[src/rtl/cotp_pkg.sv]
// Shared types and constants for the chunk offset table patcher.
`timescale 1ns / 1ps

package cotp_pkg;

    // Atom type tags, as they read in big-endian byte order.
    localparam logic [31:0] TAG_STCO = 32'h7374_636F;
    localparam logic [31:0] TAG_CO64 = 32'h636F_3634;
    localparam logic [31:0] TAG_CMOV = 32'h636D_6F76;

    // Position of the last byte of a compressed-moov type tag.
    localparam logic [31:0] CMOV_END_POS = 32'd15;

    // Smallest atom size that holds a full table header.
    localparam logic [31:0] MIN_ATOM_SIZE = 32'd16;

    // Reset value of the moov length register.
    localparam logic [31:0] MOOV_LENGTH_RESET = 32'd16;

    // Output byte queue depth and its occupancy width.
    localparam int QDEPTH = 16;
    localparam int QCNT_W = $clog2(QDEPTH + 1);

    // Largest number of results one input transaction can give.
    localparam int MAX_GROUP = 8;

    // Result status codes.
    typedef enum logic [1:0] {
        ST_OK        = 2'd0,
        ST_CMOV      = 2'd1,
        ST_BAD_SIZE  = 2'd2,
        ST_BAD_COUNT = 2'd3
    } status_t;

    // Parser phases.
    typedef enum logic [2:0] {
        PH_SCAN    = 3'd0,
        PH_HEADER  = 3'd1,
        PH_COUNT   = 3'd2,
        PH_ENTRIES = 3'd3,
        PH_ERROR   = 3'd4
    } phase_t;

    // Results of one input transaction: the low count bytes of data go out
    // most significant first, last marks the final one.
    typedef struct packed {
        logic [63:0] data;
        logic [3:0]  count;
        logic        last;
        status_t     status;
    } cotp_group_t;

    // One queued result transaction.
    typedef struct packed {
        logic [7:0] out_byte;
        logic       out_last;
        status_t    status;
    } cotp_entry_t;

endpackage

[src/rtl/cotp_regs.sv]
// APB configuration register holding the moov length.
`timescale 1ns / 1ps

module cotp_regs
    import cotp_pkg::*;
(
    input  logic        aclk,
    input  logic        aresetn,
    input  logic        psel,
    input  logic        penable,
    input  logic        pwrite,
    input  logic [2:0]  paddr,
    input  logic [31:0] pwdata,
    output logic [31:0] prdata,
    output logic        pready,
    output logic [31:0] moov_length
);

    logic [31:0] moov_length_reg;
    logic [31:0] moov_length_next;
    logic        sel_moov;

    // Only the word at byte address zero is a register.
    assign sel_moov = (paddr[2] == 1'b0);
    assign pready   = 1'b1;

    // Write on the access cycle of a write transaction.
    always_comb begin
        moov_length_next = moov_length_reg;
        if (psel && penable && pwrite && pready && sel_moov) begin
            moov_length_next = pwdata;
        end
    end

    always_ff @(posedge aclk) begin
        if (!aresetn) begin
            moov_length_reg <= MOOV_LENGTH_RESET;
        end else begin
            moov_length_reg <= moov_length_next;
        end
    end

    assign prdata      = sel_moov ? moov_length_reg : 32'd0;
    assign moov_length = moov_length_reg;

endmodule

[src/rtl/cotp_parser.sv]
// Byte parser: tag scan, table header decode and chunk offset patching.
`timescale 1ns / 1ps

module cotp_parser
    import cotp_pkg::*;
(
    input  logic        aclk,
    input  logic        aresetn,
    input  logic        accept,
    input  logic [7:0]  data_byte,
    input  logic        is_last,
    input  logic [31:0] moov_length,
    output cotp_group_t group
);

    phase_t      phase_reg, phase_next;
    logic [31:0] pos_reg, pos_next;
    logic [63:0] recent_reg, recent_next;
    logic [31:0] entries_reg, entries_next;
    logic [63:0] acc_reg, acc_next;
    logic [2:0]  idx_reg, idx_next;
    logic        wide_reg, wide_next;
    logic [31:0] resume_reg, resume_next;

    logic [63:0] rb;
    logic [31:0] tag;
    logic [3:0]  idx_inc;
    logic [31:0] tag_pos;
    logic        tag_seen;
    logic        in_window;
    logic        tag_hit;
    logic [33:0] size_sum;
    logic        bad_size;
    logic [33:0] resume_sum;
    logic        cmov_hit;
    logic        hdr_done;
    logic [31:0] ent_new;
    logic [35:0] span;
    logic [35:0] table_end;
    logic        cnt_done;
    logic        cnt_bad;
    logic [3:0]  ent_width;
    logic        ent_done;
    logic [63:0] acc_new;
    logic [63:0] patched_sum;
    logic [63:0] patched;

    // Byte history with the new byte shifted in.
    assign rb      = {recent_reg[55:0], data_byte};
    assign tag     = rb[31:0];
    assign idx_inc = {1'b0, idx_reg} + 4'd1;

    // A stco or co64 tag seen at its start position, inside the moov.
    assign tag_pos   = pos_reg - 32'd3;
    assign tag_seen  = (pos_reg >= 32'd7) && ((tag == TAG_STCO) || (tag == TAG_CO64));
    assign in_window = (({1'b0, tag_pos} + 33'd4) < {1'b0, moov_length})
                       && (tag_pos >= resume_reg);
    assign tag_hit   = (phase_reg == PH_SCAN) && tag_seen && in_window;

    // Atom size checks, and the resume point two bytes past the atom's last byte.
    assign size_sum   = {2'b00, tag_pos} + {2'b00, rb[63:32]};
    assign bad_size   = (rb[63:32] < MIN_ATOM_SIZE)
                        || ((size_sum - 34'd4) > {2'b00, moov_length});
    assign resume_sum = size_sum - 34'd3;

    // Compressed moov tag at bytes 12 to 15.
    assign cmov_hit = (pos_reg == CMOV_END_POS) && (phase_reg != PH_ENTRIES)
                      && (phase_reg != PH_ERROR) && (tag == TAG_CMOV);

    // Header skip and entry count decode.
    assign hdr_done  = (idx_inc == 4'd4);
    assign ent_new   = {entries_reg[23:0], data_byte};
    assign span      = wide_reg ? {1'b0, ent_new, 3'b000} : {2'b00, ent_new, 2'b00};
    assign table_end = {4'b0000, pos_reg} + 36'd1 + span;
    assign cnt_done  = (idx_inc == 4'd4);
    assign cnt_bad   = (table_end > {4'b0000, moov_length});

    // Entry collection and the offset adjustment.
    assign ent_width   = wide_reg ? 4'd8 : 4'd4;
    assign ent_done    = (idx_inc == ent_width);
    assign acc_new     = {acc_reg[55:0], data_byte};
    assign patched_sum = acc_new + {32'd0, moov_length};
    assign patched     = wide_reg ? patched_sum : {32'd0, patched_sum[31:0]};

    // Next phase.
    always_comb begin
        phase_next = phase_reg;
        if (accept) begin
            if (phase_reg != PH_ERROR) begin
                if (cmov_hit) begin
                    phase_next = PH_ERROR;
                end else begin
                    case (phase_reg)
                        PH_SCAN: begin
                            if (tag_hit) begin
                                phase_next = bad_size ? PH_ERROR : PH_HEADER;
                            end
                        end
                        PH_HEADER: begin
                            if (hdr_done) begin
                                phase_next = PH_COUNT;
                            end
                        end
                        PH_COUNT: begin
                            if (cnt_done) begin
                                if (cnt_bad) begin
                                    phase_next = PH_ERROR;
                                end else if (ent_new == 32'd0) begin
                                    phase_next = PH_SCAN;
                                end else begin
                                    phase_next = PH_ENTRIES;
                                end
                            end
                        end
                        PH_ENTRIES: begin
                            if (ent_done && (entries_reg == 32'd1)) begin
                                phase_next = PH_SCAN;
                            end
                        end
                        default: begin
                            phase_next = phase_reg;
                        end
                    endcase
                end
            end
            if (is_last) begin
                phase_next = PH_SCAN;
            end
        end
    end

    // Datapath state and the results of this transaction.
    always_comb begin
        pos_next     = pos_reg;
        recent_next  = recent_reg;
        entries_next = entries_reg;
        acc_next     = acc_reg;
        idx_next     = idx_reg;
        wide_next    = wide_reg;
        resume_next  = resume_reg;
        group        = '0;
        if (accept) begin
            pos_next = pos_reg + 32'd1;
            if (phase_reg != PH_ERROR) begin
                recent_next  = rb;
                group.data   = {56'd0, data_byte};
                group.count  = 4'd1;
                group.last   = is_last;
                group.status = ST_OK;
                if (cmov_hit) begin
                    group.data   = '0;
                    group.last   = 1'b1;
                    group.status = ST_CMOV;
                end else begin
                    case (phase_reg)
                        PH_SCAN: begin
                            if (tag_hit) begin
                                if (bad_size) begin
                                    group.data   = '0;
                                    group.last   = 1'b1;
                                    group.status = ST_BAD_SIZE;
                                end else begin
                                    wide_next    = (tag == TAG_CO64);
                                    resume_next  = (resume_sum[33:32] != 2'b00) ?
                                                   32'hFFFF_FFFF : resume_sum[31:0];
                                    entries_next = 32'd0;
                                    idx_next     = 3'd0;
                                end
                            end
                        end
                        PH_HEADER: begin
                            idx_next = hdr_done ? 3'd0 : idx_inc[2:0];
                        end
                        PH_COUNT: begin
                            entries_next = ent_new;
                            idx_next     = idx_inc[2:0];
                            if (cnt_done) begin
                                idx_next = 3'd0;
                                acc_next = '0;
                                if (cnt_bad) begin
                                    group.data   = '0;
                                    group.last   = 1'b1;
                                    group.status = ST_BAD_COUNT;
                                end
                            end
                        end
                        PH_ENTRIES: begin
                            acc_next    = acc_new;
                            idx_next    = idx_inc[2:0];
                            group.count = 4'd0;
                            if (ent_done) begin
                                // Write the patched entry back into the history.
                                recent_next  = wide_reg ? patched : {rb[63:32], patched[31:0]};
                                group.data   = patched;
                                group.count  = ent_width;
                                group.last   = is_last;
                                idx_next     = 3'd0;
                                acc_next     = '0;
                                entries_next = entries_reg - 32'd1;
                            end else if (is_last) begin
                                // Atom ended inside an entry: flush the held bytes as read.
                                group.data  = acc_new;
                                group.count = idx_inc;
                                group.last  = 1'b1;
                            end
                        end
                        default: begin
                            group.count = 4'd0;
                        end
                    endcase
                end
            end
            // The final byte returns the parser to its reset state.
            if (is_last) begin
                pos_next     = '0;
                recent_next  = '0;
                entries_next = '0;
                acc_next     = '0;
                idx_next     = '0;
                wide_next    = 1'b0;
                resume_next  = '0;
            end
        end
    end

    always_ff @(posedge aclk) begin
        if (!aresetn) begin
            phase_reg   <= PH_SCAN;
            pos_reg     <= '0;
            recent_reg  <= '0;
            entries_reg <= '0;
            acc_reg     <= '0;
            idx_reg     <= '0;
            wide_reg    <= 1'b0;
            resume_reg  <= '0;
        end else begin
            phase_reg   <= phase_next;
            pos_reg     <= pos_next;
            recent_reg  <= recent_next;
            entries_reg <= entries_next;
            acc_reg     <= acc_next;
            idx_reg     <= idx_next;
            wide_reg    <= wide_next;
            resume_reg  <= resume_next;
        end
    end

endmodule

[src/rtl/cotp_outq.sv]
// Output byte queue: takes up to eight results at once, sends one per cycle while popped.
`timescale 1ns / 1ps

module cotp_outq
    import cotp_pkg::*;
(
    input  logic              aclk,
    input  logic              aresetn,
    input  cotp_group_t       group,
    input  logic              pop,
    output cotp_entry_t       head,
    output logic [QCNT_W-1:0] count
);

    cotp_entry_t       q_reg [QDEPTH];
    cotp_entry_t       q_next [QDEPTH];
    cotp_entry_t       shifted [QDEPTH];
    cotp_entry_t       emit [MAX_GROUP];
    logic [QCNT_W-1:0] count_reg, count_next;
    logic [QCNT_W-1:0] base;
    logic [QCNT_W-1:0] rel [QDEPTH];
    logic [63:0]       aligned;
    logic [6:0]        align_shift;

    // Put the first byte to send into the top byte lane.
    assign align_shift = {4'd8 - group.count, 3'b000};
    assign aligned     = group.data << align_shift;

    // Results of the incoming group in sending order.
    always_comb begin
        for (int j = 0; j < MAX_GROUP; j++) begin
            emit[j].out_byte = aligned[63 - 8 * j -: 8];
            emit[j].out_last = group.last && (4'(j + 1) == group.count);
            emit[j].status   = group.status;
        end
    end

    // Queue contents after the head leaves.
    always_comb begin
        for (int i = 0; i < QDEPTH - 1; i++) begin
            shifted[i] = pop ? q_reg[i + 1] : q_reg[i];
        end
        shifted[QDEPTH - 1] = q_reg[QDEPTH - 1];
    end

    // New results land right behind what stays in the queue.
    assign base = count_reg - {{(QCNT_W - 1){1'b0}}, pop};

    always_comb begin
        for (int i = 0; i < QDEPTH; i++) begin
            rel[i]    = QCNT_W'(i) - base;
            q_next[i] = shifted[i];
            if ((QCNT_W'(i) >= base) && (rel[i] < {{(QCNT_W - 4){1'b0}}, group.count})) begin
                q_next[i] = emit[rel[i][2:0]];
            end
        end
    end

    assign count_next = base + {{(QCNT_W - 4){1'b0}}, group.count};

    always_ff @(posedge aclk) begin
        if (!aresetn) begin
            count_reg <= '0;
        end else begin
            count_reg <= count_next;
        end
    end

    always_ff @(posedge aclk) begin
        for (int i = 0; i < QDEPTH; i++) begin
            q_reg[i] <= q_next[i];
        end
    end

    assign head  = q_reg[0];
    assign count = count_reg;

endmodule

[src/rtl/chunk_offset_table_patcher.sv]
// Top level of the chunk offset table patcher.
`timescale 1ns / 1ps

// Streams the bytes of a moov atom through and patches stco and co64 tables.
// Input channel s_*: one byte per transaction, s_tlast on the final byte.
// Result channel m_*: one byte per transaction with m_tlast and a status code
// in m_tuser; a fault gives one zero byte with m_tlast set and nonzero status,
// after which the rest of the atom gives no results.
// moov_length is written over the APB port at address 0; the user must write
// it only while idle, which the block does not enforce. Each byte is decoded
// in the cycle it is accepted; its results are written into a 16-entry output
// queue, where they stand from the cycle after acceptance. Table entry bytes
// are held until the entry is complete and then enter the queue together as
// 4 or 8 results. Throughput is one byte per cycle in both directions while
// the receiver is ready; s_tready is high while the queue holds 8 or fewer
// results, so a full entry always fits. When the receiver stalls, the queue
// fills and then s_tready drops. Reset (synchronous, active low) empties the
// queue, clears the parser and sets moov_length back to 16.
module chunk_offset_table_patcher
    import cotp_pkg::*;
(
    input  logic        aclk,
    input  logic        aresetn,
    // Input byte stream.
    input  logic        s_tvalid,
    output logic        s_tready,
    input  logic [7:0]  s_tdata,   // [7:0] data_byte
    input  logic        s_tlast,
    // Result stream.
    output logic        m_tvalid,
    input  logic        m_tready,
    output logic [7:0]  m_tdata,   // [7:0] out_byte
    output logic        m_tlast,
    output logic [1:0]  m_tuser,   // [1:0] status
    // Configuration port.
    input  logic        psel,
    input  logic        penable,
    input  logic        pwrite,
    input  logic [2:0]  paddr,
    input  logic [31:0] pwdata,
    output logic [31:0] prdata,
    output logic        pready
);

    logic [31:0]       moov_length;
    logic              in_accept;
    logic              pop;
    cotp_group_t       group;
    cotp_entry_t       head;
    logic [QCNT_W-1:0] q_count;

    cotp_regs u_regs (
        .aclk        (aclk),
        .aresetn     (aresetn),
        .psel        (psel),
        .penable     (penable),
        .pwrite      (pwrite),
        .paddr       (paddr),
        .pwdata      (pwdata),
        .prdata      (prdata),
        .pready      (pready),
        .moov_length (moov_length)
    );

    // Room for a full co64 entry is kept free before taking a byte.
    assign s_tready  = (q_count <= QCNT_W'(QDEPTH - MAX_GROUP));
    assign in_accept = s_tvalid && s_tready;

    cotp_parser u_parser (
        .aclk        (aclk),
        .aresetn     (aresetn),
        .accept      (in_accept),
        .data_byte   (s_tdata),
        .is_last     (s_tlast),
        .moov_length (moov_length),
        .group       (group)
    );

    assign pop = m_tvalid && m_tready;

    cotp_outq u_outq (
        .aclk    (aclk),
        .aresetn (aresetn),
        .group   (group),
        .pop     (pop),
        .head    (head),
        .count   (q_count)
    );

    assign m_tvalid = (q_count != '0);
    assign m_tdata  = head.out_byte;
    assign m_tlast  = head.out_last;
    assign m_tuser  = head.status;

    // The queue never holds more than its depth.
    a_queue_bound: assert property (@(posedge aclk) disable iff (!aresetn)
        q_count <= QCNT_W'(QDEPTH))
        else $error("output queue overflow");

    // A fault result always closes the atom and carries a zero byte.
    a_fault_last: assert property (@(posedge aclk) disable iff (!aresetn)
        (m_tvalid && (m_tuser != ST_OK)) |-> (m_tlast && (m_tdata == 8'd0)))
        else $error("fault result without last flag or with data");

    // After reset nothing is offered on the result side.
    a_reset_empty: assert property (@(posedge aclk)
        !aresetn |=> !m_tvalid)
        else $error("result valid right after reset");

    // Results only appear after an input byte was taken.
    a_no_invented: assert property (@(posedge aclk) disable iff (!aresetn)
        ($past(q_count) == '0 && !$past(in_accept)) |-> !m_tvalid)
        else $error("result appeared without an input transaction");

endmodule

[config.mk]
export PLATFORM = sky130hd
export DESIGN_NAME = chunk_offset_table_patcher
export DESIGN_NICKNAME = d
export VERILOG_FILES = /design/src/rtl/cotp_pkg.sv /design/src/rtl/cotp_regs.sv /design/src/rtl/cotp_parser.sv /design/src/rtl/cotp_outq.sv /design/src/rtl/chunk_offset_table_patcher.sv
export SDC_FILE = /design/constraint.sdc
export NUM_CORES = 2
export LEC_CHECK = 0
export BUFFER_PORTS_ARGS = -buffer_cell sky130_fd_sc_hd__buf_2
export CORE_UTILIZATION = 35
export CTS_CLUSTER_DIAMETER = 60
export DETAILED_ROUTE_END_ITERATION = 8
export PLACE_DENSITY = 0.57
export SKIP_LAST_GASP = 1
export SYNTH_ARGS = -nofsm -noshare
export SYNTH_HDL_FRONTEND = slang
export SYNTH_SLANG_ARGS = --single-unit
[constraint.sdc]
create_clock -name aclk -period 9.35 [get_ports aclk]
set_input_delay 0.4675 -clock aclk [delete_from_list [all_inputs] [get_ports aclk]]
set_output_delay 0.4675 -clock aclk [all_outputs]
set_load 0.02 [all_outputs]
==> results.md <==
* Root Driver: clkbuf_16
* Clk buf depth at 3
* Combinational share of power at between 50% and 60%
* DR WL met3 at approximately 16 mm
* Routed Antenna Nets at 0
* Crit Path Max Fanout at 6
* DRT Pass-1 Iters at 7
* Routed wire length at 170.3 mm
* Post-Syn Nets at around 5600
* Worst slew pin tran at 1.319 ns
* Final HPWL DP at 130.3 mm
* Pins over their slew limit at 0
* # DRC at 0
* Die height at 341.8 um
* Maxcap violations at 0
* Cells after DPL at between 6000 and 7000
* Port bufs at 93
* Seq cells post-synth at 428
* Outcome: completed
* Die X-Extent at approximately 340 um
* Final Hold Slack at 0.02542 ns
* Uppermost layer routed: met5
* Syn Area/Cell at 7.724 um^2
* Maximum VDD drop at 0.3815 mV
* R2r startpoint: u_parser.pos_reg[0]
* Boundary Pins at 97
* Design Area, Final at 0.04512 mm^2
* TritonCTS clock tree: yes
* Worst hold path type: in2reg
* Library cells used by synthesis at 108
* Unrepaired setup endpoints after global routing: true
* Syn-to-layout area delta at 11.66%
* Post-Synthesis Cells at roughly 5200
* Multi-input combinational cell area at 0.02838 mm^2
* WP data required at 9.88 ns
* Slew margin rel. at 11.74%
* GRT overflow at 0
* Worst skew pair latency at 0.69 ns
* Non-Filler Instances at 6771
* Via density at 6.078
* Ys Warns at 0
* Fin nets at around 5600
* FF-to-FF End: u_outq.q_reg[0][4]
* Global-route wire length before repair at 248.0 mm
* Seq pwr share at 23.2%
* Initial Utilization at between 30 and 40%
* Ys flop type: dfxtp_1
* Critical setup path kind: reg2reg
* Fillers at about 12000
* Setup WS pre-CTS at 0.02668 ns
* Crit. End Element: flop
* Hold depth at 3
* Most frequent cell on the critical path: buf_4
* Largest net degree at the start of global routing at between 100 and 150
* Main combinational cell family by area after synthesis: compound AO/OA/AOI/OAI gates
* Share of layout cells above drive strength 1 at 12.34%
* Clock tree sinks at 428
* Post-Synthesis Cell Area at roughly 0.04 mm^2
* Met1 wire length at 77.60 mm
* GRT Total Usage at 28.03%
* Hold wc startpoint: pwdata[4]
* Rows at ~120
* Crit share post-route at between 90% and 100%
* Multiplexer area fraction after synthesis at around 5.5%
* Total CTS buffers at 58
* Max reg flops at between 150 and 200
* Final WS setup at 0.3206 ns
* Htree depth at 2
* Setup violations, final at 0
* Synth Area in Compound Gates at approximately 25%
* CP Data Arrival Time at 9.56 ns
* Vias at 41150
* Slowest-stage cell, CP: a222oi_1
* Period minus WS final at 9.029 ns
* Int Pwr at 6.816 mW
* Power Dens Cells at 297.7 mW/mm^2
* Clock share of power at 16.9%
* Area taken by flip-flops and latches at 0.01033 mm^2
* Sequential area share after synthesis at between 20% and 30%
* Initial antenna violation count at 5
* WL met2 at 71.82 mm
* Clk_skew at roughly 0.048 ns
* Sw Ratio at approximately 49%
* Dpl cell area at around 0.043 mm^2
* Synth Area in Adders at under 10%
* Max Clock Freq at 110.8 MHz
* Post-synth EDFFs at around 180
* Final hold viol count at 0
* R2r worst-path depth at 43
* Antenna fix cells at 0
* Total power draw at about 13 mW
* Xor/xnor share of the synthesized area at 6.090%
* Vias in the first global route at 37130
* Initial DRC count at between 5000 and 6000
* Clock slew at reported path FFs at ~0.06 ns
* Simple-gate share of the synthesized area at 23.23%
* Final GP Congestion at about 1.1
* Die Footprint at 0.1168 mm^2
* Core area at around 0.11 mm^2
* P_leak at ~17 nW
* CP peak stage delay at about 0.63 ns
* WHS Endpoint: u_regs.moov_length[4]
* Average wire per standard cell at 25.15 um
* Net Sw Power at 6.615 mW
* Critical Path Start Type: flop
* FF-to-FF setup slack at 0.32 ns
* Async SR Flop Fraction at 0%
==> power by group through the flow <==
stage                     sequential [mW]  combinational, mW  clock [mW]
final                                3.12               8.05        2.27
after global routing                 3.15               8.56        2.36
after global placement               3.14               7.69           0
after detailed placement             3.15               7.78           0
after CTS                            3.11               7.81        2.29
after floorplan                      3.06               5.07           0
==> worst max path at each step <==
| stage | depth (start not counted) | startpoint | to | slack, ns |
|---|---|---|---|---|
| after detailed placement | 43 | u_parser.pos_reg[1] | u_outq.q_reg[1][4] | 0.03 |
| final | 43 | u_parser.pos_reg[0] | u_outq.q_reg[0][4] | 0.32 |
| after floorplan | 40 | u_parser.pos_reg[1] | u_outq.q_reg[1][29] | 0.99 |
| after global routing | 40 | u_parser.pos_reg[1] | u_outq.q_reg[0][17] | -0.04 |
| after global placement | 43 | u_parser.pos_reg[1] | u_outq.q_reg[0][4] | 0.06 |
| after CTS | 33 | u_parser.pos_reg[6] | u_outq.q_reg[0][7] | 0.03 |
==> worst max-delay path: cells and delay by family (launching register included) <==
family | cells | cell delay (ns)
compound gates | 19 | 4.17
simple gates | 12 | 1.99
buf+inv | 6 | 1.12
fa+ha+maj | 2 | 0.68
mux | 3 | 0.38
flops | 1 | 0.37
xor+xnor | 1 | 0.16
==> cells by family after synthesis <==
| family | after synthesis |
|---|---|
| AOI/OAI and AO/OA | 1539 |
| xor gates and xnor gates | 281 |
| adders and majority gates | 292 |
| buffers and inverters | 539 |
| DFF | 428 |
| muxes | 192 |
| other | 1 |
| and+or+nand+nor | 1960 |
==> area by class of cell <==
type                            instances  share of cell area (%)
Clock buffer                           76                   3.486
Clock inverter                         29                  0.7792
Inverter                              176                   1.467
Multi-Input combinational cell       4265                   62.90
Sequential cell                       428                   22.90
Tap cell                             1512                   4.193
Timing Repair Buffer                  285                   4.273
==> through the flow <==
stage	TNS [ns]	utilization, %
after floorplan	0	-
after global placement	0	37.53
after detailed placement	0	37.53
after CTS	0	39.24
after global routing	-0.3967	39.46
final	0	39.46
==> layout by cell type (no fill, tap or decap), drive strengths merged, types with 19 or more instances in the layout <==
| master | count |
|---|---|
| a21oi | 393 |
| o211ai | 52 |
| edfxtp | 176 |
| nand2 | 706 |
| and2 | 90 |
| a22o | 20 |
| nor2 | 386 |
| xnor2 | 175 |
| mux2i | 52 |
| nor2b | 122 |
| mux2 | 130 |
| dfxtp | 252 |
| a21boi | 119 |
| nand3 | 181 |
| or2 | 20 |
| a31oi | 49 |
| and3 | 66 |
| buf | 284 |
| nand2b | 42 |
| a22oi | 79 |
| a21o | 96 |
| clkbuf | 76 |
| nor3 | 118 |
| inv | 182 |
| a221oi | 41 |
| a211oi | 81 |
| nor3b | 25 |
| and4 | 20 |
| nand4 | 59 |
| o21a | 29 |
| or3 | 40 |
| nor4 | 50 |
| xor2 | 106 |
| ha | 288 |
| o21ai | 299 |
| o31ai | 46 |
| clkinv | 19 |
==> what timing repair did <==
| item | in CTS | in global routing |
|---|---|---|
| pin swaps | 2 | 2 |
| setup buffers | 1 | 5 |
| endpoints found under the hold margin | 1 | 0 |
| gates resized for setup | 2 | 55 |
| hold buffers | 1 | 0 |
| endpoints found under the setup margin | 8 | 169 |
==> cells in the mapped netlist, drive strengths merged (52+ instances only) <==
| master | instances | area (um^2) |
|---|---|---|
| nand3 | 181 | 905.9 |
| a21boi | 119 | 893.4 |
| mux2 | 130 | 1464 |
| o21ai | 299 | 1508 |
| xnor2 | 175 | 1533 |
| a21oi | 393 | 1974 |
| dfxtp | 252 | 5045 |
| mux2i | 52 | 520.5 |
| xor2 | 106 | 928.4 |
| nand2 | 706 | 2653 |
| nand4 | 59 | 369.1 |
| nor2 | 386 | 1451 |
| a211oi | 81 | 608.1 |
| o211ai | 52 | 390.4 |
| a22oi | 79 | 598.1 |
| ha | 288 | 3603 |
| buf | 64 | 326.6 |
| nor2b | 122 | 765.7 |
| inv | 170 | 638.1 |
| and2 | 90 | 563.0 |
| clkbuf | 299 | 1124 |
| and3 | 66 | 412.9 |
| a21o | 96 | 720.7 |
| nor3 | 118 | 611.8 |
| edfxtp | 176 | 5285 |
==> per-layer routing <==
metal	global-route usage (%)	up-vias
li1	-	19090
met1	41.17	19890
met2	41.55	1923
met3	5.506	247
met4	6.689	4
met5	0	-
Note: power is estimated with default switching activity, not from simulation.
